## src/sv/emin_pkg.sv

```systemverilog
// Shared types, constants and helpers of the grayscale erosion filter.
package emin_pkg;

	localparam int LINE_DEPTH = 1024;
	localparam int COL_W      = 10;
	localparam int ROW_W      = 12;
	localparam int PIX_W      = 16;
	localparam int WIN_MAX    = 15;
	localparam int WIN_W      = 4;
	localparam int HMIN_N     = 16;
	localparam int BANKS      = 32;
	localparam int BANK_W     = 5;
	localparam int QDEPTH     = 4;
	localparam int QPTR_W     = 2;
	localparam int CFG_IDX_W  = 3;
	localparam int CFG_DATA_W = 13;
	localparam int OUT_DATA_W = 40;

	typedef enum logic [CFG_IDX_W-1:0] {
		CFG_IMAGE_WIDTH   = 3'd0,
		CFG_IMAGE_HEIGHT  = 3'd1,
		CFG_AREA_LEFT     = 3'd2,
		CFG_AREA_RIGHT    = 3'd3,
		CFG_AREA_TOP      = 3'd4,
		CFG_AREA_BOTTOM   = 3'd5,
		CFG_WINDOW_WIDTH  = 3'd6,
		CFG_WINDOW_HEIGHT = 3'd7
	} cfg_idx_t;

	localparam logic ACT_PIXEL = 1'b0;
	localparam logic ACT_FLUSH = 1'b1;

	// clamped geometry seen by front and back
	typedef struct packed {
		logic [COL_W-1:0] w_m1;
		logic [ROW_W-1:0] h_m1;
		logic [WIN_W-1:0] ww;
		logic [WIN_W-1:0] ax;
		logic [WIN_W-1:0] bx;
		logic [WIN_W-1:0] ay;
		logic [WIN_W-1:0] by;
		logic [ROW_W-1:0] left;
		logic [ROW_W-1:0] right;
		logic [ROW_W-1:0] top;
		logic [ROW_W-1:0] bottom;
	} geom_t;

	// one classified item: an optional store write and an optional result job
	typedef struct packed {
		logic              wr;
		logic [PIX_W-1:0]  pix;
		logic [COL_W-1:0]  wcol;
		logic [BANK_W-1:0] wbank;
		logic              job;
		logic [ROW_W-1:0]  r;
		logic [COL_W-1:0]  c;
		logic              last;
	} entry_t;

	// column stream control from the column walker to the row stage
	typedef struct packed {
		logic             sh;
		logic             shv;
		logic             clr;
		logic             emit;
		logic             last;
		logic             proc;
		logic [COL_W-1:0] c;
		logic [ROW_W-1:0] r;
	} col_ctrl_t;

	function automatic logic [PIX_W-1:0] pmin(input logic [PIX_W-1:0] a,
		input logic [PIX_W-1:0] b);
		return (a < b) ? a : b;
	endfunction

endpackage

```

## src/sv/emin_queue.sv

```systemverilog
// Short queue between the front end and the back end.
module emin_queue import emin_pkg::*; (
	input  logic   clk,
	input  logic   arst_n,
	input  logic   push,
	input  entry_t push_entry,
	input  logic   pop,
	output entry_t head,
	output logic   full,
	output logic   empty
);

	entry_t            q_mem [QDEPTH];
	logic [QPTR_W-1:0] wr_ptr_q, rd_ptr_q;
	logic [QPTR_W:0]   cnt_q;

	assign full  = (cnt_q == (QPTR_W+1)'(QDEPTH));
	assign empty = (cnt_q == '0);
	assign head  = q_mem[rd_ptr_q];

	always_ff @(posedge clk) begin
		if (push) begin
			q_mem[wr_ptr_q] <= push_entry;
		end
	end

	always_ff @(posedge clk or negedge arst_n) begin
		if (!arst_n) begin
			wr_ptr_q <= '0;
			rd_ptr_q <= '0;
			cnt_q <= '0;
		end else begin
			if (push) begin
				wr_ptr_q <= wr_ptr_q + 1'b1;
			end
			if (pop) begin
				rd_ptr_q <= rd_ptr_q + 1'b1;
			end
			if (push && !pop) begin
				cnt_q <= cnt_q + 1'b1;
			end else if (pop && !push) begin
				cnt_q <= cnt_q - 1'b1;
			end
		end
	end

endmodule

```

## config.mk

```make
export PLATFORM = sky130hd
export DESIGN_NAME = emin_queue
export DESIGN_NICKNAME = d
export VERILOG_FILES = /design/src/sv/emin_pkg.sv /design/src/sv/emin_queue.sv
export SDC_FILE = /design/constraint.sdc
export NUM_CORES = 1
export LEC_CHECK = 0
export BUFFER_PORTS_ARGS = -buffer_cell sky130_fd_sc_hd__clkbuf_2
export CELL_PAD_IN_SITES_DETAIL_PLACEMENT = 0
export CELL_PAD_IN_SITES_GLOBAL_PLACEMENT = 1
export CORE_MARGIN = 2
export CORE_UTILIZATION = 50
export CTS_BUF_LIST = sky130_fd_sc_hd__clkbuf_4
export CTS_CLUSTER_SIZE = 25
export DETAILED_ROUTE_END_ITERATION = 8
export PLACE_DENSITY_LB_ADDON = 0.1
export SLEW_MARGIN = 10
export SYNTH_ARGS = -nofsm -noshare
export SYNTH_HDL_FRONTEND = slang
export SYNTH_SLANG_ARGS = --single-unit
export TNS_END_PERCENT = 1
```

## constraint.sdc

```tcl
create_clock -name clk -period 4.1 [get_ports clk]
set_clock_uncertainty 0.1 [all_clocks]
set_input_delay 0.205 -clock clk [delete_from_list [all_inputs] [get_ports clk]]
set_output_delay 0.205 -clock clk [all_outputs]
set_load 0.005 [all_outputs]
```

==> metrics.yaml <==
status: "complete, no violations"
path_max_fanout: 39
drc: 0
max_freq_mhz: 333
min_period_ns: 3.00
numPortBuffers: 117
cts_tree: "done"
setup.worst_path.class: "register to primary output"
rr_worst_depth: 3
netlist_instances: 327
rows: 47
htreeDepth: 2
antenna_found_initial: 1
hp-class: "primary input to register"
avgSynthCellArea_um2: 26.0
tns_ns: 0
synthToLayoutAreaGrowth_pct: 25.3
viasPerCell: 5.03
pre_cts_slack_ns: 1.70
startpoint_type: "register"
synth_area_mm2: 0.00850
die_area_mm2: 0.0181
synth_fp_nets: 393
clockBufferDepth: 3
yosys.cell_types.count: 20
relSlewSlack_pct: 41.4
num_vias: 4105
cp_cell_sequence: "buf_4 > mux4_2 > clkbuf_2"
fillCellCount: 1203
yosys_warnings: 0
setup_viol: 0
drt-wirelength-per-cell_um: 18.3
core_mm2: 0.0166
ys_top_cells_by_area: "edfxtp_1 79%, mux4_2 15%, dfrtp_1 2.1%, ha_1 0.74%, buf_12 0.71%"
utilization_pct: 64.2
track_usage_pct: 17.2
clkTransAtPathRegs_ns: 0.07
dpl.hpwl_mm: 8.25
cts_resized: 0
ios: 118
cts_buffers: 56
slew_viol_final: 0
crit_start: "rd_ptr_q[0]"
nets: 618
fp.dieW_um: 134
clock_latency_ns: 0.65
dr.pass1.iters: 5
arrival_ns: 2.69
yosysTopAreaCell: "edfxtp_1"
drt_first_iter_violations: 169
clock-sinks: 231
gp_congestion: 0.671
hp-start: "push_entry[37]"
leakagePower_uw: 0.00382
power.density_mw_per_mm2: 661
critical_path.max_stage_delay_ns: 0.96
grt_start_max_net_pins: 57
maxCapViolCount: 0
overflow: 0
grt_pass1_vias: 4464
synth_top_cell_area_share_pct: 79.1
ys_ff_latch: 231
setup_slack_ns: 1.10
vdd_drop_max_v: 0.000342
routed_wl_mm: 14.9
dieHeight_um: 134
worstMarginPinSlew_ns: 0.878
critPathRequiredTime_ns: 3.80
drtAntennaViolNets: 0
synth-seq-area-share_pct: 81.2
cp_slowest_cell: "dfrtp_4"
hold_depth: 2
grt_pass1_wl_mm: 23.1
final_hold_viol_count: 0
drive_gt1_share_pct: 46.4
end_kind: "primary output"
final.period_utilization_pct: 73.1
rsz0062_at_grt: "false"
initial_utilization_pct: 51.3
r2r-start: "wr_ptr_q[0]"
root_buffer: "clkbuf_4"
-- worst paths after layout --
| kind | slack [ns] | end |
|---|---|---|
| max | 1.10 | head[7] |
| min | 0.21 | q_mem[2][37] |
| max reg2reg | 2.19 | q_mem[0][5] |
| min reg2reg | 0.40 | cnt_q[2] |
| max in group asynchronous | 3.20 | rd_ptr_q[0] |
| min in group asynchronous | 0.42 | rd_ptr_q[0] |
-- sequential cells by signal, summed over array words and instances, names as in the netlist --
signal and flops:
rd_ptr_q 2, wr_ptr_q 2, q_mem 224, cnt_q 3
-- repair_timing --
item	4_1_cts	5_1_grt
hold buffers	60	0
hold endpoints to repair	237	0
buffers inserted	0	0
-- synthesized netlist by cell type --
cell type  instances
ha_1               5
xnor2_1            2
xor2_1             4
nor3b_1            1
buf_2              4
mux2_2             1
buf_4              3
buf_12             3
nor2_1             1
mux4_2            56
nor3_1             1
fa_1               1
clkbuf_1           2
and2_1             4
buf_6              1
inv_1              4
o21ai_0            1
dfrtp_1            7
edfxtp_1         224
nand2_1            2
-- worst max-delay path, delay by kind of cell, from the launching register on --
kind	cells	cell delay (ns)
flip-flops	1	0.96
multiplexers	1	0.54
buffers and inverters	2	0.52
-- metal layers --
| layer | up-vias | track usage [%] | routed length (um) |
|---|---|---|---|
| met5 | - | 0 | 0 |
| met4 | 0 | 6.90 | 253 |
| met3 | 24 | 4.76 | 886 |
| met2 | 127 | 28.6 | 7560 |
| met1 | 2067 | 21.6 | 6240 |
| li1 | 1887 | - | - |
-- stage by stage --
step,area (um^2),std cells,hold slack [ns],total power (uW)
6_report,10700,816,0.208,7040
5_1_grt,10700,816,0.161,7430
4_1_cts,10700,815,0.131,7170
2_1_floorplan,8500,327,-0.191,4500
3_3_place_gp,9280,654,-0.0505,5120
3_5_place_dp,9280,654,-0.0456,5160
-- where the power goes --
| part | switching, uW | internal (uW) | total, uW |
|---|---|---|---|
| sequential | 284 | 3100 | 3380 |
| combinational | 775 | 933 | 1710 |
| clock | 826 | 1120 | 1950 |
| total | 1890 | 5150 | 7040 |
-- cells by family (layout without fill, tap and decap cells) --
kind of cell	Yosys count	after routing	share of synthesized area, %
and+or+nand+nor	9	9	0.574
AOI/OAI and AO/OA	1	1	0.0588
muxes	57	57	15.0
other	0	1	0
buffers and inverters	17	285	1.60
DFF	231	231	81.2
adders and majority gates	6	6	0.972
xor gates and xnor gates	6	6	0.618
-- cell usage in the layout, fill, tap and decap left out, types with 3 or more instances in the layout --
cell and instances:
and2_4 4, buf_4 3, clkbuf_2 117, clkbuf_4 91
clkinv_1 8, dfrtp_1 5, dlygate4sd3_1 60, edfxtp_1 224
ha_1 5, inv_1 4, mux4_2 56, xor2_1 4
-- area by class of cell --
type                    count  area, um^2  share of cell area, %
inverters                   4        15.0                  0.141
multi-input cells          79        1470                   13.8
clock inverters            10        90.1                  0.846
well taps                 220         275                   2.58
flip-flops and latches    231        6910                   64.8
diodes                      1        2.50                 0.0235
repair buffers            180        1210                   11.3
clock buffers              91         683                   6.41
Note: power is estimated with default switching activity, not from simulation.
