[config.mk]
export PLATFORM = sky130hd
export DESIGN_NAME = emin_row
export DESIGN_NICKNAME = d
export VERILOG_FILES = /design/src/sv/emin_pkg.sv /design/src/sv/emin_row.sv
export SDC_FILE = /design/constraint.sdc
export NUM_CORES = 1
export LEC_CHECK = 0
export ABC_AREA = 1
export BUFFER_PORTS_ARGS = -buffer_cell sky130_fd_sc_hd__buf_2
export CORE_ASPECT_RATIO = 1.5
export CORE_UTILIZATION = 57
export CTS_BUF_LIST = sky130_fd_sc_hd__clkbuf_8
export CTS_CLUSTER_SIZE = 30
export DETAILED_ROUTE_END_ITERATION = 8
export HOLD_SLACK_MARGIN = 0.06
export PLACE_DENSITY = 0.89
export SLEW_MARGIN = 10
export SYNTH_ARGS = -nofsm -noshare
export SYNTH_HDL_FRONTEND = slang
export SYNTH_SLANG_ARGS = --single-unit
[constraint.sdc]
create_clock -name clk -period 16.1 [get_ports clk]
set_input_delay 3.22 -clock clk [delete_from_list [all_inputs] [get_ports clk]]
set_output_delay 3.22 -clock clk [all_outputs]
set_load 0.1 [all_outputs]
[src/sv/emin_pkg.sv]
// Shared types, constants and helpers of the grayscale erosion filter.
package emin_pkg;

	localparam int LINE_DEPTH = 1024;
	localparam int COL_W      = 10;
	localparam int ROW_W      = 12;
	localparam int PIX_W      = 16;
	localparam int WIN_MAX    = 15;
	localparam int WIN_W      = 4;
	localparam int HMIN_N     = 16;
	localparam int BANKS      = 32;
	localparam int BANK_W     = 5;
	localparam int QDEPTH     = 4;
	localparam int QPTR_W     = 2;
	localparam int CFG_IDX_W  = 3;
	localparam int CFG_DATA_W = 13;
	localparam int OUT_DATA_W = 40;

	typedef enum logic [CFG_IDX_W-1:0] {
		CFG_IMAGE_WIDTH   = 3'd0,
		CFG_IMAGE_HEIGHT  = 3'd1,
		CFG_AREA_LEFT     = 3'd2,
		CFG_AREA_RIGHT    = 3'd3,
		CFG_AREA_TOP      = 3'd4,
		CFG_AREA_BOTTOM   = 3'd5,
		CFG_WINDOW_WIDTH  = 3'd6,
		CFG_WINDOW_HEIGHT = 3'd7
	} cfg_idx_t;

	localparam logic ACT_PIXEL = 1'b0;
	localparam logic ACT_FLUSH = 1'b1;

	// clamped geometry seen by front and back
	typedef struct packed {
		logic [COL_W-1:0] w_m1;
		logic [ROW_W-1:0] h_m1;
		logic [WIN_W-1:0] ww;
		logic [WIN_W-1:0] ax;
		logic [WIN_W-1:0] bx;
		logic [WIN_W-1:0] ay;
		logic [WIN_W-1:0] by;
		logic [ROW_W-1:0] left;
		logic [ROW_W-1:0] right;
		logic [ROW_W-1:0] top;
		logic [ROW_W-1:0] bottom;
	} geom_t;

	// one classified item: an optional store write and an optional result job
	typedef struct packed {
		logic              wr;
		logic [PIX_W-1:0]  pix;
		logic [COL_W-1:0]  wcol;
		logic [BANK_W-1:0] wbank;
		logic              job;
		logic [ROW_W-1:0]  r;
		logic [COL_W-1:0]  c;
		logic              last;
	} entry_t;

	// column stream control from the column walker to the row stage
	typedef struct packed {
		logic             sh;
		logic             shv;
		logic             clr;
		logic             emit;
		logic             last;
		logic             proc;
		logic [COL_W-1:0] c;
		logic [ROW_W-1:0] r;
	} col_ctrl_t;

	function automatic logic [PIX_W-1:0] pmin(input logic [PIX_W-1:0] a,
		input logic [PIX_W-1:0] b);
		return (a < b) ? a : b;
	endfunction

endpackage

[src/sv/emin_row.sv]
// Back end row stage: column line, horizontal minimum and output register.
module emin_row import emin_pkg::*; (
	input  logic                  clk,
	input  logic                  arst_n,
	input  geom_t                 geom,
	input  col_ctrl_t             ctl_s3,
	input  logic [PIX_W-1:0]      vmin_s3,
	input  logic [PIX_W-1:0]      raw_s3,
	output logic                  adv,
	output logic                  m_tvalid,
	input  logic                  m_tready,
	output logic [OUT_DATA_W-1:0] m_tdata,
	output logic                  m_tlast
);

	logic [PIX_W-1:0]   vline_q [WIN_MAX];
	logic [PIX_W-1:0]   rline_q [WIN_MAX];
	logic [WIN_MAX-1:0] vld_q;
	col_ctrl_t          ctl_s4, ctl_s5;
	logic [PIX_W-1:0]   hv [HMIN_N];
	logic [PIX_W-1:0]   h1 [HMIN_N/2];
	logic [PIX_W-1:0]   h2 [HMIN_N/4];
	logic [PIX_W-1:0]   min4_s5 [HMIN_N/4];
	logic [PIX_W-1:0]   center_s5;
	logic [PIX_W-1:0]   h3 [HMIN_N/8];
	logic [PIX_W-1:0]   res;

	assign adv = !m_tvalid || m_tready;

	// entry k holds column c+ax-k of the current result row
	always_ff @(posedge clk or negedge arst_n) begin
		if (!arst_n) begin
			vld_q <= '0;
		end else if (adv && ctl_s3.sh) begin
			vld_q <= ctl_s3.clr ? {{(WIN_MAX-1){1'b0}}, ctl_s3.shv}
				: {vld_q[WIN_MAX-2:0], ctl_s3.shv};
		end
	end

	always_ff @(posedge clk) begin
		if (adv && ctl_s3.sh) begin
			vline_q[0] <= vmin_s3;
			rline_q[0] <= raw_s3;
			for (int k = 1; k < WIN_MAX; k++) begin
				vline_q[k] <= vline_q[k-1];
				rline_q[k] <= rline_q[k-1];
			end
		end
	end

	always_comb begin
		for (int k = 0; k < WIN_MAX; k++) begin
			hv[k] = (vld_q[k] && (WIN_W'(k) < geom.ww)) ? vline_q[k] : '1;
		end
		hv[HMIN_N-1] = '1;
		for (int i = 0; i < HMIN_N/2; i++) begin
			h1[i] = pmin(hv[2*i], hv[2*i+1]);
		end
		for (int i = 0; i < HMIN_N/4; i++) begin
			h2[i] = pmin(h1[2*i], h1[2*i+1]);
		end
	end

	always_comb begin
		for (int i = 0; i < HMIN_N/8; i++) begin
			h3[i] = pmin(min4_s5[2*i], min4_s5[2*i+1]);
		end
		res = ctl_s5.proc ? pmin(h3[0], h3[1]) : center_s5;
	end

	always_ff @(posedge clk or negedge arst_n) begin
		if (!arst_n) begin
			ctl_s4 <= '0;
			ctl_s5 <= '0;
			m_tvalid <= 1'b0;
		end else if (adv) begin
			ctl_s4 <= ctl_s3;
			ctl_s5 <= ctl_s4;
			m_tvalid <= ctl_s5.emit;
		end
	end

	always_ff @(posedge clk) begin
		if (adv) begin
			min4_s5 <= h2;
			center_s5 <= rline_q[geom.ax];
			m_tdata <= {(OUT_DATA_W-PIX_W-COL_W-ROW_W)'(0), ctl_s5.r, ctl_s5.c, res};
			m_tlast <= ctl_s5.last;
		end
	end

endmodule

==> reports/metrics.cfg <==
[route]
drc=0
ant_nets=0
vias=22140
drt_wl_total_um=69600
wl_per_cell_um=18.05
vias_per_cell=5.742
drtPass1Iterations=6
drt_iter0_drc=2103

[worst_setup_path]
cp.required_ns=16.52
crit_fanout=20
r2r_slack_ns=10.22
start_kind=input pin
setup.worst_path.end_class=register
r2r_cells=10
worstSetupPathType=in2reg
r2r-end=rline_q[1][4]
arrival_ns=8.57
r2r-start=m_tvalid

[floorplan]
die_w_um=194.7
pin_count=196
dieHeight_um=291.1
core-area_um2=54920
fp-row-count=105
start_util=0.5783
dieArea_um2=56680

[global_route]
grt_antenna_before_repair=1
use_met3=0.03742
use_met1=0.2780
grt_use_total=0.2476
grt_overflow=0
grt_use_met2=0.4285
grt_pass1_vias=22500
grt_pass1_wl_um=111800
grt_max_degree=181
busiest_layer=met2

[pwr]
leakage_uw=0.01446
total_power_uw=5936
p_per_area_nw_per_um2=171.4
ir_drop_v=0.0001041

[finish]
fillers=4054
utilization=0.6307
nets=3441
syn_to_final_growth_pct=9.057
mostFrequentLayoutCells=679 x nand2_1, 599 x edfxtp_1, 296 x o21ai_0
drive_gt1_frac=0.1254
final_common_cell=nand2_1
stdcell_count=3856

[synthesis]
yosysTopAreaCell=edfxtp_1
synth_cell_types=40
yosysTopAreaCellShare=0.5664
synth_area_per_cell_um2=10.66
syn_inst=2980
synthArstFlopShare=0.09925
syn_area_um2=31760
synth_flop_cell=edfxtp_1
synthTopCellsByArea=edfxtp_1 57%, ha_1 8.2%, nand2_1 8.0%
yosysWarnings=0
ys_seq_area_frac=0.6184
ys_ff_latch=665
synth_edf_count=599

[min_path]
holdPathEnd=rline_q[11][1]
holdCritStartpoint=rline_q[10][1]
hold-path-cell-count=0
min_path_type=reg2reg

[timing]
setup_viol=0
period_share=0.5065
fin_skew_ns=0.02729
hold_viol=0
slew_headroom=0.2381
grt_setup_unrepaired=no
tightest_slew_ns=1.143
finalCriticalPeriod_ns=8.154
maxSlewViolCount=0
tns_ns=0
max_freq_mhz=122.6

[cts]
htree_levels=3
cts_sinks=665
cts_tree=done
cts_buffers=97
postCtsSetupRepairBufs=0
insertion_delay_ns=0.70
cts_root_buf=clkbuf_8
cts_resized=0
cts.clk_slew.worst_paths_ns=0.07
cts_hold_buf=0
clockBufferDepth=3

[run_status]
status=complete, no violations

[place]
numPlacedInstances=3677
io_buffers=111
dp.final_hpwl_um=47600
globalplace.congestion=0.9475

[run]
max_cap_violations=0

## layout make-up
cell class / count / area (um^2) / area share
Clock inverter: 73 / 392.9 / 0.01134
Clock buffer: 104 / 1431 / 0.04133
Sequential cell: 665 / 19640 / 0.5670
Inverter: 211 / 804.5 / 0.02323
Multi-Input combinational cell: 1981 / 10820 / 0.3123
Timing Repair Buffer: 125 / 675.6 / 0.01951
Tap cell: 695 / 869.6 / 0.02511
Antenna cell: 2 / 5.005 / 0.0001445
## synth_stat cells (4+ instances only)
library cell  count
inv_1           200
ha_1            207
buf_2             5
inv_2             5
buf_1             5
a211oi_1         17
nand2_1         679
nand2_2          17
o221a_2           6
nand3b_1          5
a21oi_1         113
clkbuf_1        105
nand3_1         142
o211ai_1         12
or2_2           103
dfrtp_1          66
o22ai_1          14
buf_6             4
o31ai_1           5
o221ai_1         34
nand2_4           5
nor2_1          281
buf_4             4
edfxtp_1        599
nand4_1          14
a31oi_1           4
o21ai_0         296
nor3_1            9
clkinv_1          6
## metrics by stage
step                      setup WS, ns  hold slack, ns  instance area (um^2)
final                            7.946          0.4232                 34640
after global routing             7.637          0.4376                 34630
after CTS                        7.956          0.4204                 34630
after detailed placement         7.385          0.4254                 32810
after global placement           7.552          0.4191                 32810
after floorplan                  5.273          0.4166                 31760
## worst max path at each step
stage,start,to,slack (ns),cells after the start
final,geom[65],min4_s5[56],7.95,24
after global routing,geom[65],min4_s5[60],7.64,24
after CTS,m_tready,adv,7.96,5
after detailed placement,geom[65],min4_s5[60],7.39,24
after global placement,m_tready,rline_q[13][5],7.55,10
after floorplan,m_tready,adv,5.27,3
## registers in the layout (all words and copies together) (netlist names)
name       flops
center_s5     16
vld_q         15
m_tvalid       1
m_tdata       38
ctl_s5        25
vline_q      240
m_tlast        1
min4_s5       64
ctl_s4        25
rline_q      240
## critical path, stage by stage
cell       delay [ns]
buf_2            0.18
nand2_1          0.20
nand2_1          0.23
nand2_1          0.32
or2_2            0.40
ha_1             0.32
a21o_1           0.18
nand3_1          0.07
a21oi_1          0.09
nor4_1           0.54
nand2_1          0.44
inv_1            0.56
nand2_1          0.11
o21ai_0          0.17
inv_1            0.08
ha_1             0.29
nand2_1          0.09
o21bai_1         0.11
a21oi_1          0.10
a2111oi_2        0.21
buf_4            0.28
nand2_4          0.15
nand2_1          0.10
nand2_1          0.13
## logic make-up (layout without fill, tap and decap cells)
| logic type | count (synthesis) | in the layout | share of synthesized area |
|---|---|---|---|
| flops | 665 | 665 | 0.6184 |
| other cells | 1 | 4 | 0.0001181 |
| simple gates | 1263 | 1263 | 0.1688 |
| fa+ha+maj | 207 | 207 | 0.08155 |
| buf+inv | 335 | 513 | 0.04137 |
| compound gates | 509 | 509 | 0.08982 |
## power breakdown
part	leakage (uW)	total, uW	switching, uW	internal, uW
Combinational	0.00686	2160	1620	537
Clock	0.00107	1280	647	633
Sequential	0.00653	2500	144	2360
## routing by layer
metal  up-vias  part of all wire
met2       882              0.50
met5         -                 0
met1     10450              0.37
met4         0             0.069
li1      10580                 -
met3       233             0.061
No activity file was read; power rests on OpenSTA's default activity.
