===== src/sv/emin_pkg.sv =====
// Shared types, constants and helpers of the grayscale erosion filter.
package emin_pkg;

	localparam int LINE_DEPTH = 1024;
	localparam int COL_W      = 10;
	localparam int ROW_W      = 12;
	localparam int PIX_W      = 16;
	localparam int WIN_MAX    = 15;
	localparam int WIN_W      = 4;
	localparam int HMIN_N     = 16;
	localparam int BANKS      = 32;
	localparam int BANK_W     = 5;
	localparam int QDEPTH     = 4;
	localparam int QPTR_W     = 2;
	localparam int CFG_IDX_W  = 3;
	localparam int CFG_DATA_W = 13;
	localparam int OUT_DATA_W = 40;

	typedef enum logic [CFG_IDX_W-1:0] {
		CFG_IMAGE_WIDTH   = 3'd0,
		CFG_IMAGE_HEIGHT  = 3'd1,
		CFG_AREA_LEFT     = 3'd2,
		CFG_AREA_RIGHT    = 3'd3,
		CFG_AREA_TOP      = 3'd4,
		CFG_AREA_BOTTOM   = 3'd5,
		CFG_WINDOW_WIDTH  = 3'd6,
		CFG_WINDOW_HEIGHT = 3'd7
	} cfg_idx_t;

	localparam logic ACT_PIXEL = 1'b0;
	localparam logic ACT_FLUSH = 1'b1;

	// clamped geometry seen by front and back
	typedef struct packed {
		logic [COL_W-1:0] w_m1;
		logic [ROW_W-1:0] h_m1;
		logic [WIN_W-1:0] ww;
		logic [WIN_W-1:0] ax;
		logic [WIN_W-1:0] bx;
		logic [WIN_W-1:0] ay;
		logic [WIN_W-1:0] by;
		logic [ROW_W-1:0] left;
		logic [ROW_W-1:0] right;
		logic [ROW_W-1:0] top;
		logic [ROW_W-1:0] bottom;
	} geom_t;

	// one classified item: an optional store write and an optional result job
	typedef struct packed {
		logic              wr;
		logic [PIX_W-1:0]  pix;
		logic [COL_W-1:0]  wcol;
		logic [BANK_W-1:0] wbank;
		logic              job;
		logic [ROW_W-1:0]  r;
		logic [COL_W-1:0]  c;
		logic              last;
	} entry_t;

	// column stream control from the column walker to the row stage
	typedef struct packed {
		logic             sh;
		logic             shv;
		logic             clr;
		logic             emit;
		logic             last;
		logic             proc;
		logic [COL_W-1:0] c;
		logic [ROW_W-1:0] r;
	} col_ctrl_t;

	function automatic logic [PIX_W-1:0] pmin(input logic [PIX_W-1:0] a,
		input logic [PIX_W-1:0] b);
		return (a < b) ? a : b;
	endfunction

endpackage


===== src/sv/emin_front.sv =====
// Front end: accepts items, tracks input and result positions, classifies items.
module emin_front import emin_pkg::*; (
	input  logic             clk,
	input  logic             arst_n,
	input  geom_t            geom,
	input  logic             s_tvalid,
	output logic             s_tready,
	input  logic [PIX_W-1:0] s_tdata,
	input  logic             s_tuser,
	input  logic             q_full,
	output logic             q_push,
	output entry_t           q_entry
);

	logic [COL_W-1:0] in_col_q, out_col_q, ic, oc, nc;
	logic [ROW_W-1:0] in_row_q, out_row_q, ir, orr, nr;
	logic             drain_q, dr, is_pix, active, ahead, job, last, acc;
	logic [ROW_W:0]   nr_sum;
	logic [COL_W:0]   nc_sum;

	assign s_tready = !q_full;
	assign acc      = s_tvalid && s_tready;

	always_comb begin
		ic = in_col_q;
		ir = in_row_q;
		oc = out_col_q;
		orr = out_row_q;
		dr = drain_q;
		is_pix = (s_tuser == ACT_PIXEL);
		// a pixel while draining opens a new image
		if (is_pix && drain_q) begin
			ic = '0;
			ir = '0;
			oc = '0;
			orr = '0;
			dr = 1'b0;
		end
		q_entry.wr = is_pix;
		q_entry.pix = s_tdata;
		q_entry.wcol = ic;
		q_entry.wbank = ir[BANK_W-1:0];
		if (is_pix) begin
			if (ic == geom.w_m1) begin
				ic = '0;
				if (ir == geom.h_m1) begin
					ir = '0;
					dr = 1'b1;
				end else begin
					ir = ir + 1'b1;
				end
			end else begin
				ic = ic + 1'b1;
			end
		end
		active = is_pix || drain_q;
		nr_sum = {1'b0, orr} + (ROW_W+1)'(geom.ay);
		nc_sum = {1'b0, oc} + (COL_W+1)'(geom.ax);
		nr = (nr_sum > {1'b0, geom.h_m1}) ? geom.h_m1 : nr_sum[ROW_W-1:0];
		nc = (nc_sum > {1'b0, geom.w_m1}) ? geom.w_m1 : nc_sum[COL_W-1:0];
		// last neighbor of the next result already in
		ahead = (nr < ir) || ((nr == ir) && (nc < ic));
		job = active && (dr || ahead);
		q_entry.job = job;
		q_entry.r = orr;
		q_entry.c = oc;
		last = 1'b0;
		if (job) begin
			if (oc == geom.w_m1) begin
				oc = '0;
				if (orr == geom.h_m1) begin
					orr = '0;
					last = 1'b1;
					if (dr) begin
						dr = 1'b0;
						ic = '0;
						ir = '0;
					end
				end else begin
					orr = orr + 1'b1;
				end
			end else begin
				oc = oc + 1'b1;
			end
		end
		q_entry.last = last;
	end

	assign q_push = acc && (is_pix || job);

	always_ff @(posedge clk or negedge arst_n) begin
		if (!arst_n) begin
			in_col_q <= '0;
			in_row_q <= '0;
			out_col_q <= '0;
			out_row_q <= '0;
			drain_q <= 1'b0;
		end else if (acc) begin
			in_col_q <= ic;
			in_row_q <= ir;
			out_col_q <= oc;
			out_row_q <= orr;
			drain_q <= dr;
		end
	end

endmodule


===== config.mk =====
export PLATFORM = sky130hd
export DESIGN_NAME = emin_front
export DESIGN_NICKNAME = d
export VERILOG_FILES = /design/src/sv/emin_pkg.sv /design/src/sv/emin_front.sv
export SDC_FILE = /design/constraint.sdc
export NUM_CORES = 1
export LEC_CHECK = 0
export ABC_AREA = 1
export BUFFER_PORTS_ARGS = -buffer_cell sky130_fd_sc_hd__clkbuf_2
export CAP_MARGIN = 20
export CORE_MARGIN = 5
export CORE_UTILIZATION = 55
export CTS_CLUSTER_SIZE = 28
export DETAILED_ROUTE_END_ITERATION = 10
export PLACE_DENSITY_LB_ADDON = 0.08
export SYNTH_ARGS = -nofsm -noshare
export SYNTH_HDL_FRONTEND = slang
export SYNTH_SLANG_ARGS = --single-unit

===== constraint.sdc =====
create_clock -name clk -period 7.8 [get_ports clk]
set_input_delay 1.17 -clock clk [delete_from_list [all_inputs] [get_ports clk]]
set_output_delay 1.17 -clock clk [all_outputs]
set_load 0.01 [all_outputs]

==> results of run 1 <==
-- placed cells by master (no fill, tap or decap), types with 2 or more instances in the layout --
cell type,Yosys,final
or2_2,4,4
nor2_1,66,66
nor2_2,5,5
clkbuf_2,0,76
nor4_1,4,4
ha_1,53,53
o31ai_1,15,15
inv_2,4,4
o21ai_1,16,16
dfrtp_1,45,45
nand4_1,23,23
clkinv_1,4,4
a21oi_2,2,2
o22ai_1,4,4
inv_1,145,144
xor2_1,56,56
buf_4,24,18
a21oi_1,29,29
nand2_4,3,3
o21ai_0,40,40
nand3_1,90,90
nand2_2,8,9
clkbuf_16,0,5
xnor2_1,2,2
nand3b_1,6,6
nor3_1,17,17
nand2_1,340,339
a31oi_1,8,8
-- metal layers --
layer	up-vias	wire, um	part of all wire [%]
li1	3460	-	-
met1	3059	8540	46
met2	220	8660	46
met3	33	1150	6.1
met4	0	347	1.9
met5	-	0	0
-- power by group through the flow --
| stage | Combinational, mW | Clock (mW) | Sequential, mW |
|---|---|---|---|
| 2_1_floorplan | 1.03 | 0 | 0.335 |
| 3_3_place_gp | 1.31 | 0 | 0.344 |
| 3_5_place_dp | 1.33 | 0 | 0.345 |
| 4_1_cts | 1.34 | 0.265 | 0.341 |
| 5_1_grt | 1.57 | 0.275 | 0.353 |
| 6_report | 1.38 | 0.263 | 0.341 |
-- what timing repair did --
| action | CTS | global route |
|---|---|---|
| setup endpoints to repair | 0 | 2 |
| buffers inserted | 0 | 7 |
| resized for setup | 0 | 3 |
-- layout make-up --
type,count,share of cell area [%]
clock buffer,7,2.07
clock inverter,1,0.436
inverter,154,8.49
multi-input combinational,801,62.5
sequential,45,16.4
tap,143,2.60
timing repair buffer,94,7.49
-- flip-flops by register name, summed over array words and instances (netlist names) --
| register | flops |
|---|---|
| out_col_q | 10 |
| in_col_q | 10 |
| in_row_q | 12 |
| out_row_q | 12 |
| drain_q | 1 |
-- per-stage QoR --
stage               instances  hold slack, ps  power, mW  cell area [um^2]
finish                   1245             482       1.99              6880
global route             1245             509       2.20              6880
CTS                      1238             483       1.95              6820
detailed placement       1230             465       1.68              6650
global placement         1230             462       1.66              6650
floorplan                1051             449       1.37              6340
-- worst max path at each step --
stage                       endpoint  slack [ps]  depth (start not counted)
final                     q_entry[0]         480                         36
after detailed placement  q_entry[0]         390                         30
after CTS                 q_entry[0]         370                         30
after floorplan           q_entry[0]         550                         33
after global placement    q_entry[0]         450                         30
after global routing      q_entry[0]          30                         32
-- worst register-to-register path: cells and delay by family, from the launching register on --
| kind | cells | cell delay [ps] |
|---|---|---|
| compound gates | 3 | 530 |
| xor+xnor | 1 | 170 |
| fa+ha+maj | 4 | 1000 |
| buf+inv | 6 | 1140 |
| flops | 1 | 420 |
| simple gates | 21 | 2100 |
-- logic make-up after synthesis --
kind of cell | count (synthesis)
flip-flops | 45
AO/OA/AOI/OAI | 120
adder cells (fa/ha/maj) | 53
AND/OR/NAND/NOR | 570
XOR/XNOR | 58
buffers and inverters | 205
==> summary.md, run 1 <==
| Metric | Value |
|---|---|
| Status | `finished clean` |
| Final net count | `1,265` |
| Chip height | `117 um` |
| Place WS | `386 ps` |
| HP Class | `flip-flop to flip-flop` |
| Worst Slack Setup Final | `479 ps` |
| Compound-gate portion of the synthesized area | `10.7%` |
| Biggest area consumer among synthesized cells | `nand2_1` |
| Initial antenna violation count | `0` |
| Slew @ Worst Pin | `1040 ps` |
| Site row count | `39` |
| Worst slew margin | `30.6%` |
| Internal power | `971 uW` |
| Sw Share | `51.1%` |
| WHS Path Cells | `2` |
| Post-Syn Instances | `1,051` |
| Post-DR wirelength/cell | `15.0 um` |
| Final Core Density | `60.5%` |
| Synth top area share | `20.1%` |
| CTS Buf Count | `5` |
| Comb pwr share | `69.6%` |
| # DRC | `0` |
| Vias in the first global route | `6,366` |
| Met1 usage | `36.5%` |
| Most frequent CP cell | `nand2_1` |
| CP Data Required Time | `6630 ps` |
| Post-synthesis sequential area ratio | `17.8%` |
| Leakage power | `3.82 nW` |
| Reg-to-Reg End | `out_row_q[3]` |
| Max-cap viol count | `0` |
| Routed via count | `6,772` |
| Root Driver | `clkbuf_16` |
| Worst path buffer plus inverter count | `8` |
| Startpoint types | `primary input` |
| Part of the cycle the worst path needs | `93.9%` |
| CP delay by family, top | `simple AND/OR/NAND/NOR gates` |
| Post-synth ARST share | `100%` |
| Slowest CP cell | `a2111oi_2` |
| RSZ-0062 raised after global routing | `false` |
| Post-synth EDFFs | `0` |
| Largest family of logic cells by synthesized area | `simple AND/OR/NAND/NOR gates` |
| Gr ovfl total | `0` |
| Hold Violations, Final | `0` |
| Tmin final | `7320 ps` |
| Worst VDD drop | `0.000207 V` |
| Clock skew | `6.78 ps` |
| Input/output buffers | `76` |
| Yosys cell types | `42` |
| Pwr/cell area | `288 mW/mm^2` |
| Gr usage total | `26.7%` |
| CTS Buffer Depth | `2` |
| Reg2reg start | `drain_q` |
| Clock transition at path regs | `70 ps` |
| Routability Congestion | `0.920` |
| Post-synthesis mux area share | `0%` |
| Worst Hold Launch | `in_row_q[1]` |
| Die Area | `0.0138 mm^2` |
| Synth cell count leaders | `nand2_1, inv_1, nand3_1` |
| Reg area | `0.00113 mm^2` |
| Initial Util | `55.7%` |
| Post-synthesis adder-cell area fraction | `10.5%` |
| R2R cell count | `35` |
| Die Wd | `117 um` |
| Pre-antenna DRT Iters | `5` |
| Synth Warn # | `0` |
| Met2 usage | `42.8%` |
| Post-Synth Simple-Gate Area | `38.6%` |
| CTS tree | `yes` |
| Post-DP HPWL | `14,400 um` |
| Setup Viol. Count Final | `0` |
| Sw power | `1.01 mW` |
| GRT busiest layer | `met2` |
| Area of the multi-input gates | `0.00430 mm^2` |
| First-pass GRT wire length | `30,900 um` |
| Largest net degree at the start of global routing | `61` |
| Final count of pins violating max slew | `0` |
| Clock sinks | `45` |
| Drt via density | `5.44` |
| Setup TNS | `0 ps` |
| Internal reg-to-reg setup slack | `2330 ps` |
| Main area contributors after synthesis | `nand2_1, dfrtp_1, ha_1` |
| Initial DRC Count | `501` |
| Post-DRT Antenna Nets | `0` |
| Top FF cell, synth | `dfrtp_1` |
| Share of cells above drive strength 1 | `12.1%` |
| Fillers | `1,185` |
| Crit path from | `s_tuser` |
| Syn nets | `1,215` |
| IO Count | `169` |
| Clock group share of total power | `13.2%` |
| Diodes inserted | `0` |
| Number of synthesized register bits | `45` |
| Core area | `0.0114 mm^2` |
| Area grow syn2layout | `8.57%` |
| H-Tree Depth | `2` |
| Global-route track usage on met3 | `4.09%` |
| CP arrival | `6150 ps` |
| Crit path max fanout | `24` |
| Hold-fix buffers, CTS | `0` |
| Hold worst-path end | `in_row_q[1]` |
| XOR/XNOR Fraction of Synth Area | `8.01%` |
| Clock insertion delay at the later pin of the skew report | `300 ps` |
| F_max | `137 MHz` |
| Final WL | `18,700 um` |
| Register share of total power | `17.2%` |
| CP Capture Type | `primary output` |
| Crit Path Category | `primary input to primary output` |
| Cell area after synthesis | `0.00634 mm^2` |
| Count leader, synth | `nand2_1` |
| Critical path's largest stage delay | `350 ps` |
| Avg Cell Area, Syn | `6.03 um^2` |
No activity file was read; power rests on OpenSTA's default activity.
==> inputs of run 2 (changes only) <==
==> constraint.sdc (replaced) <==
create_clock -name clk -period 7.14 [get_ports clk]
set_input_delay 1.071 -clock clk [delete_from_list [all_inputs] [get_ports clk]]
set_output_delay 1.071 -clock clk [all_outputs]
set_load 0.01 [all_outputs]
==> summary.md, run 2 (synthesis results as in run 1) <==
| Metric | Value |
|---|---|
| Routability Congestion | `0.920` |
| CTS Buffer Depth | `2` |
| Gr ovfl total | `0` |
| CTS Buf Count | `5` |
| IO Count | `169` |
| Met3 wire length | `1110 um` |
| Diodes inserted | `0` |
| Fillers | `1,183` |
| Crit Path Category | `primary input to primary output` |
| Chip height | `117 um` |
| Slew @ Worst Pin | `1050 ps` |
| Setup Viol. Count Final | `0` |
| Wl on met1 | `8840 um` |
| Worst slew margin | `29.6%` |
| Startpoint types | `primary input` |
| Area of the multi-input gates | `0.00431 mm^2` |
| Core area | `0.0114 mm^2` |
| Status | `finished clean` |
| Reg area | `0.00113 mm^2` |
| CP Data Required Time | `6070 ps` |
| Root Driver | `clkbuf_16` |
| Final net count | `1,269` |
| Part of the cycle the worst path needs | `95.2%` |
| Max Used Layer | `met4` |
| Setup TNS | `0 ps` |
| Post-DRT Antenna Nets | `0` |
| Final WL | `18,900 um` |
| Post-DP HPWL | `14,300 um` |
| Input/output buffers | `76` |
| Biggest regs | `in_row_q x12, out_row_q x12` |
| Commonest non-fill, non-tap cell in the layout | `nand2_1` |
| Clock insertion delay at the later pin of the skew report | `300 ps` |
| Fin area | `0.00689 mm^2` |
| Pre-antenna DRT Iters | `5` |
| HP Class | `flip-flop to flip-flop` |
| Tmin final | `6800 ps` |
| Die Wd | `117 um` |
| Clock transition at path regs | `60 ps` |
| Initial Util | `55.7%` |
| Initial DRC Count | `567` |
| Worst VDD drop | `0.000269 V` |
| Routed wl met2 | `8720 um` |
| CP arrival | `5730 ps` |
| CTS tree | `yes` |
| Leakage power | `3.84 nW` |
| Largest net degree at the start of global routing | `61` |
| Clock skew | `7.26 ps` |
| Clock sinks | `45` |
| RSZ-0062 raised after global routing | `false` |
| H-Tree Depth | `2` |
| Routed via count | `6,736` |
| Drt via density | `5.40` |
| First-pass GRT wire length | `31,000 um` |
| Initial antenna violation count | `0` |
| Max-cap viol count | `0` |
| # DRC | `0` |
| CP Capture Type | `primary output` |
| Hold-fix buffers, CTS | `0` |
| Final count of pins violating max slew | `0` |
| Critical path's largest stage delay | `340 ps` |
| Post-DR wirelength/cell | `15.2 um` |
| Hold Violations, Final | `0` |
| Die Area | `0.0138 mm^2` |
| Share of cells above drive strength 1 | `12.2%` |
| Slowest CP cell | `ha_1` |
| DP Area | `0.00670 mm^2` |
| Gr usage total | `26.7%` |
| Commonest non-fill, non-tap cells in the layout | `nand2_1, inv_1, nand3_1` |
| Crit path max fanout | `7` |
| Site row count | `39` |
| Area grow syn2layout | `8.74%` |
| Pwr/cell area | `313 mW/mm^2` |
| Vias in the first global route | `6,233` |
| F_max | `147 MHz` |
run 2: cell count changes in the layout (fill, tap and decap cells not counted):
cell | before | now
buf_4 | 18 | 21
a2111oi_1 | 0 | 1
a2111oi_2 | 1 | 0
clkbuf_1 | 1 | 0
clkbuf_8 | 1 | 0
clkinv_2 | 0 | 1
clkinvlp_4 | 1 | 0
inv_1 | 144 | 145
nand2_1 | 339 | 340
o22ai_1 | 4 | 3
o22ai_2 | 0 | 1
run 2: what timing repair did:
action,in CTS,in global routing
resized for setup,0,2
buffers inserted,0,3
setup endpoints to repair,0,2
run 2: per-layer routing:
layer | up-vias | GRT usage, %
met5 | - | 0
met4 | 0 | 6.74
met3 | 24 | 3.99
met2 | 203 | 42.9
met1 | 3045 | 37.4
li1 | 3464 | -
run 2: critical path, delay by kind of cell:
kind                     cells  cell delay [ps]
AND/OR/NAND/NOR             15             2120
adder cells (fa/ha/maj)      4              990
AO/OA/AOI/OAI                5              960
buffers and inverters        5              450
XOR/XNOR                     1              110
run 2: path summary, 6_finish.rpt:
path                                  to  cells after the start  slack [ps]         start
hold / removal              out_row_q[4]                      2         480  out_row_q[4]
setup / recovery              q_entry[0]                     30         340       s_tuser
setup reg to reg           out_row_q[11]                     29        1780       drain_q
min in group asynchronous    in_row_q[4]                      2         860        arst_n
hold reg to reg             out_row_q[4]                      2         480  out_row_q[4]
max in group asynchronous   out_row_q[4]                      2        5840        arst_n
run 2: final cells by class:
cell class | instances | share of cell area [%]
Sequential cell | 45 | 16.3
Multi-Input combinational cell | 802 | 62.5
Clock inverter | 2 | 0.508
Timing Repair Buffer | 97 | 7.81
Inverter | 154 | 8.42
Clock buffer | 5 | 1.82
Tap cell | 143 | 2.60
run 2: report_power, final:
group	switching, mW	internal [mW]	leakage [nW]	total [mW]
sequential	0.0532	0.321	0.593	0.374
clock	0.108	0.163	0.0797	0.271
combinational	0.944	0.567	3.17	1.51
total	1.11	1.05	3.84	2.16
run 2: stage by stage:
step / setup slack (ps) / utilization (%) / hold slack, ps / total power [mW] / instances
floorplan: 90.3 / - / 449 / 1.49 / 1051
global placement: 287 / 58.9 / 462 / 1.84 / 1237
detailed placement: 266 / 58.9 / 466 / 1.85 / 1237
CTS: 234 / 60.3 / 483 / 2.14 / 1244
global route: 7.16 / 60.6 / 506 / 2.39 / 1248
finish: 341 / 60.6 / 483 / 2.16 / 1248
==> inputs of run 3 (changes only) <==
==> constraint.sdc (replaced) <==
create_clock -name clk -period 7.14 [get_ports clk]
set_input_delay 1.071 -clock clk [delete_from_list [all_inputs] [get_ports clk]]
set_output_delay 1.071 -clock clk [all_outputs]
set_load 0.1 [all_outputs]
==> summary.md, run 3 (synthesis results as in run 1) <==
| Metric | Value |
|---|---|
| CTS Buf Count | `5` |
| CTS Buffer Depth | `2` |
| Comb pwr share | `76.1%` |
| Hold WS | `481 ps` |
| Routed via count | `6,858` |
| Sw power | `1.58 mW` |
| Worst Slack Setup Final | `314 ps` |
| WHS Path Cells | `2` |
| Pre-antenna DRT Iters | `5` |
| Routability Congestion | `0.937` |
| Worst slew margin | `29.9%` |
| Initial antenna violation count | `0` |
| Drt via density | `5.46` |
| Largest net degree at the start of global routing | `61` |
| Critical path's largest stage delay | `350 ps` |
| Tmin final | `6830 ps` |
| Pwr/cell area | `376 mW/mm^2` |
| Gr usage total | `26.8%` |
| Commonest non-fill, non-tap cells in the layout | `nand2_1, inv_1, nand3_1` |
| Core area | `0.0114 mm^2` |
| Most frequent CP cell | `nand2_1` |
| Startpoint types | `primary input` |
| Place WS | `179 ps` |
| Slew @ Worst Pin | `1050 ps` |
| Leakage power | `3.89 nW` |
| Die Wd | `117 um` |
| H-Tree Depth | `2` |
| Vias in the first global route | `6,177` |
| Status | `finished clean` |
| Share of cells above drive strength 1 | `14.8%` |
| Final WL | `19,000 um` |
| Chip height | `117 um` |
| Crit path max fanout | `7` |
| CP arrival | `5760 ps` |
| Commonest non-fill, non-tap cell in the layout | `nand2_1` |
| Register share of total power | `13.9%` |
| Gr ovfl total | `0` |
| Input/output buffers | `76` |
| CP Data Required Time | `6070 ps` |
| Post-DRT Antenna Nets | `0` |
| Max-cap viol count | `0` |
| Biggest regs | `in_row_q x12, out_row_q x12` |
| CP delay by family, top | `simple AND/OR/NAND/NOR gates` |
| Clock group share of total power | `10.0%` |
| Crit Path Category | `primary input to primary output` |
| Initial Util | `55.7%` |
| Slowest CP cell | `ha_1` |
| Clock insertion delay at the later pin of the skew report | `300 ps` |
| Sw Share | `58.6%` |
| Site row count | `39` |
| Initial DRC Count | `785` |
| # DRC | `0` |
| Area grow syn2layout | `13.1%` |
| First-pass GRT wire length | `31,200 um` |
| Crit path depth | `36` |
| Clock skew | `5.85 ps` |
| IO Count | `169` |
| Final net count | `1,278` |
| Root Driver | `clkbuf_16` |
| Worst VDD drop | `0.000386 V` |
| Worst path buffer plus inverter count | `8` |
| F_max | `146 MHz` |
| Diodes inserted | `0` |
| Setup Viol. Count Final | `0` |
| Die Area | `0.0138 mm^2` |
| Hold Violations, Final | `0` |
| Internal power | `1.12 mW` |
| Final count of pins violating max slew | `0` |
| CP Capture Type | `primary output` |
| Part of the cycle the worst path needs | `95.6%` |
| HP Class | `flip-flop to flip-flop` |
| R2R cell count | `37` |
| Post-DR wirelength/cell | `15.1 um` |
| Clock transition at path regs | `70 ps` |
| CTS tree | `yes` |
| Post-DP HPWL | `14,400 um` |
| Clock sinks | `45` |
run 3: cell count changes in the layout (fill, tap and decap cells not counted), sizes merged:
cell | previous run | this run
buf | 21 | 33
clkbuf | 81 | 78
inv | 150 | 147
clkinvlp | 0 | 3
run 3: layout make-up:
class                           instances  area, um^2
Timing Repair Buffer                  106         643
Clock inverter                          2        35.0
Inverter                              154         606
Clock buffer                            5         125
Sequential cell                        45        1130
Fill cell                            1177        4200
Multi-Input combinational cell        802        4450
Tap cell                              143         179
run 3: power by group through the flow:
| stage | clock, mW | combinational [mW] | sequential [mW] |
|---|---|---|---|
| floorplan | 0 | 1.65 | 0.369 |
| global placement | 0 | 1.96 | 0.379 |
| detailed placement | 0 | 1.98 | 0.380 |
| CTS | 0.275 | 1.99 | 0.376 |
| global route | 0.283 | 2.29 | 0.385 |
| finish | 0.269 | 2.05 | 0.376 |
run 3: metal layers:
metal  global-route usage [%]  up-vias  part of all wire, %
met5                        0        -                    0
met3                     3.22       28                  6.2
met1                     38.9     3097                   47
met4                     6.02        0                  1.6
met2                     42.7      250                   45
li1                         -     3483                    -
run 3: worst min-delay path, stage by stage, from the launching register on:
cell and delay, ps:
dfrtp_1 340, nand2_1 50, nand2_1 60
run 3: final timing paths:
| path | from | endpoint | slack, ps |
|---|---|---|---|
| max reg2reg | drain_q | out_col_q[9] | 1830 |
| max in group asynchronous | arst_n | out_row_q[1] | 5830 |
| min in group asynchronous | arst_n | in_row_q[4] | 870 |
| min reg2reg | out_col_q[3] | out_col_q[3] | 480 |
| min | out_col_q[3] | out_col_q[3] | 480 |
| max | s_tuser | q_entry[0] | 310 |
run 3: timing repair:
action,4_1_cts,5_1_grt
setup buffers,0,9
setup endpoints to repair,0,2
gates resized for setup,0,11
hold buffers,0,0
run 3: metrics by stage:
stage	total power, mW	setup TNS, ps	utilization (%)	area, um^2	cells
after floorplan	2.02	-219	-	6520	1051
after global placement	2.34	0	60.7	6900	1240
after detailed placement	2.36	0	60.7	6900	1240
after CTS	2.64	0	62.1	7060	1247
after global routing	2.95	-4.89	63.0	7170	1257
final	2.70	0	63.0	7170	1257
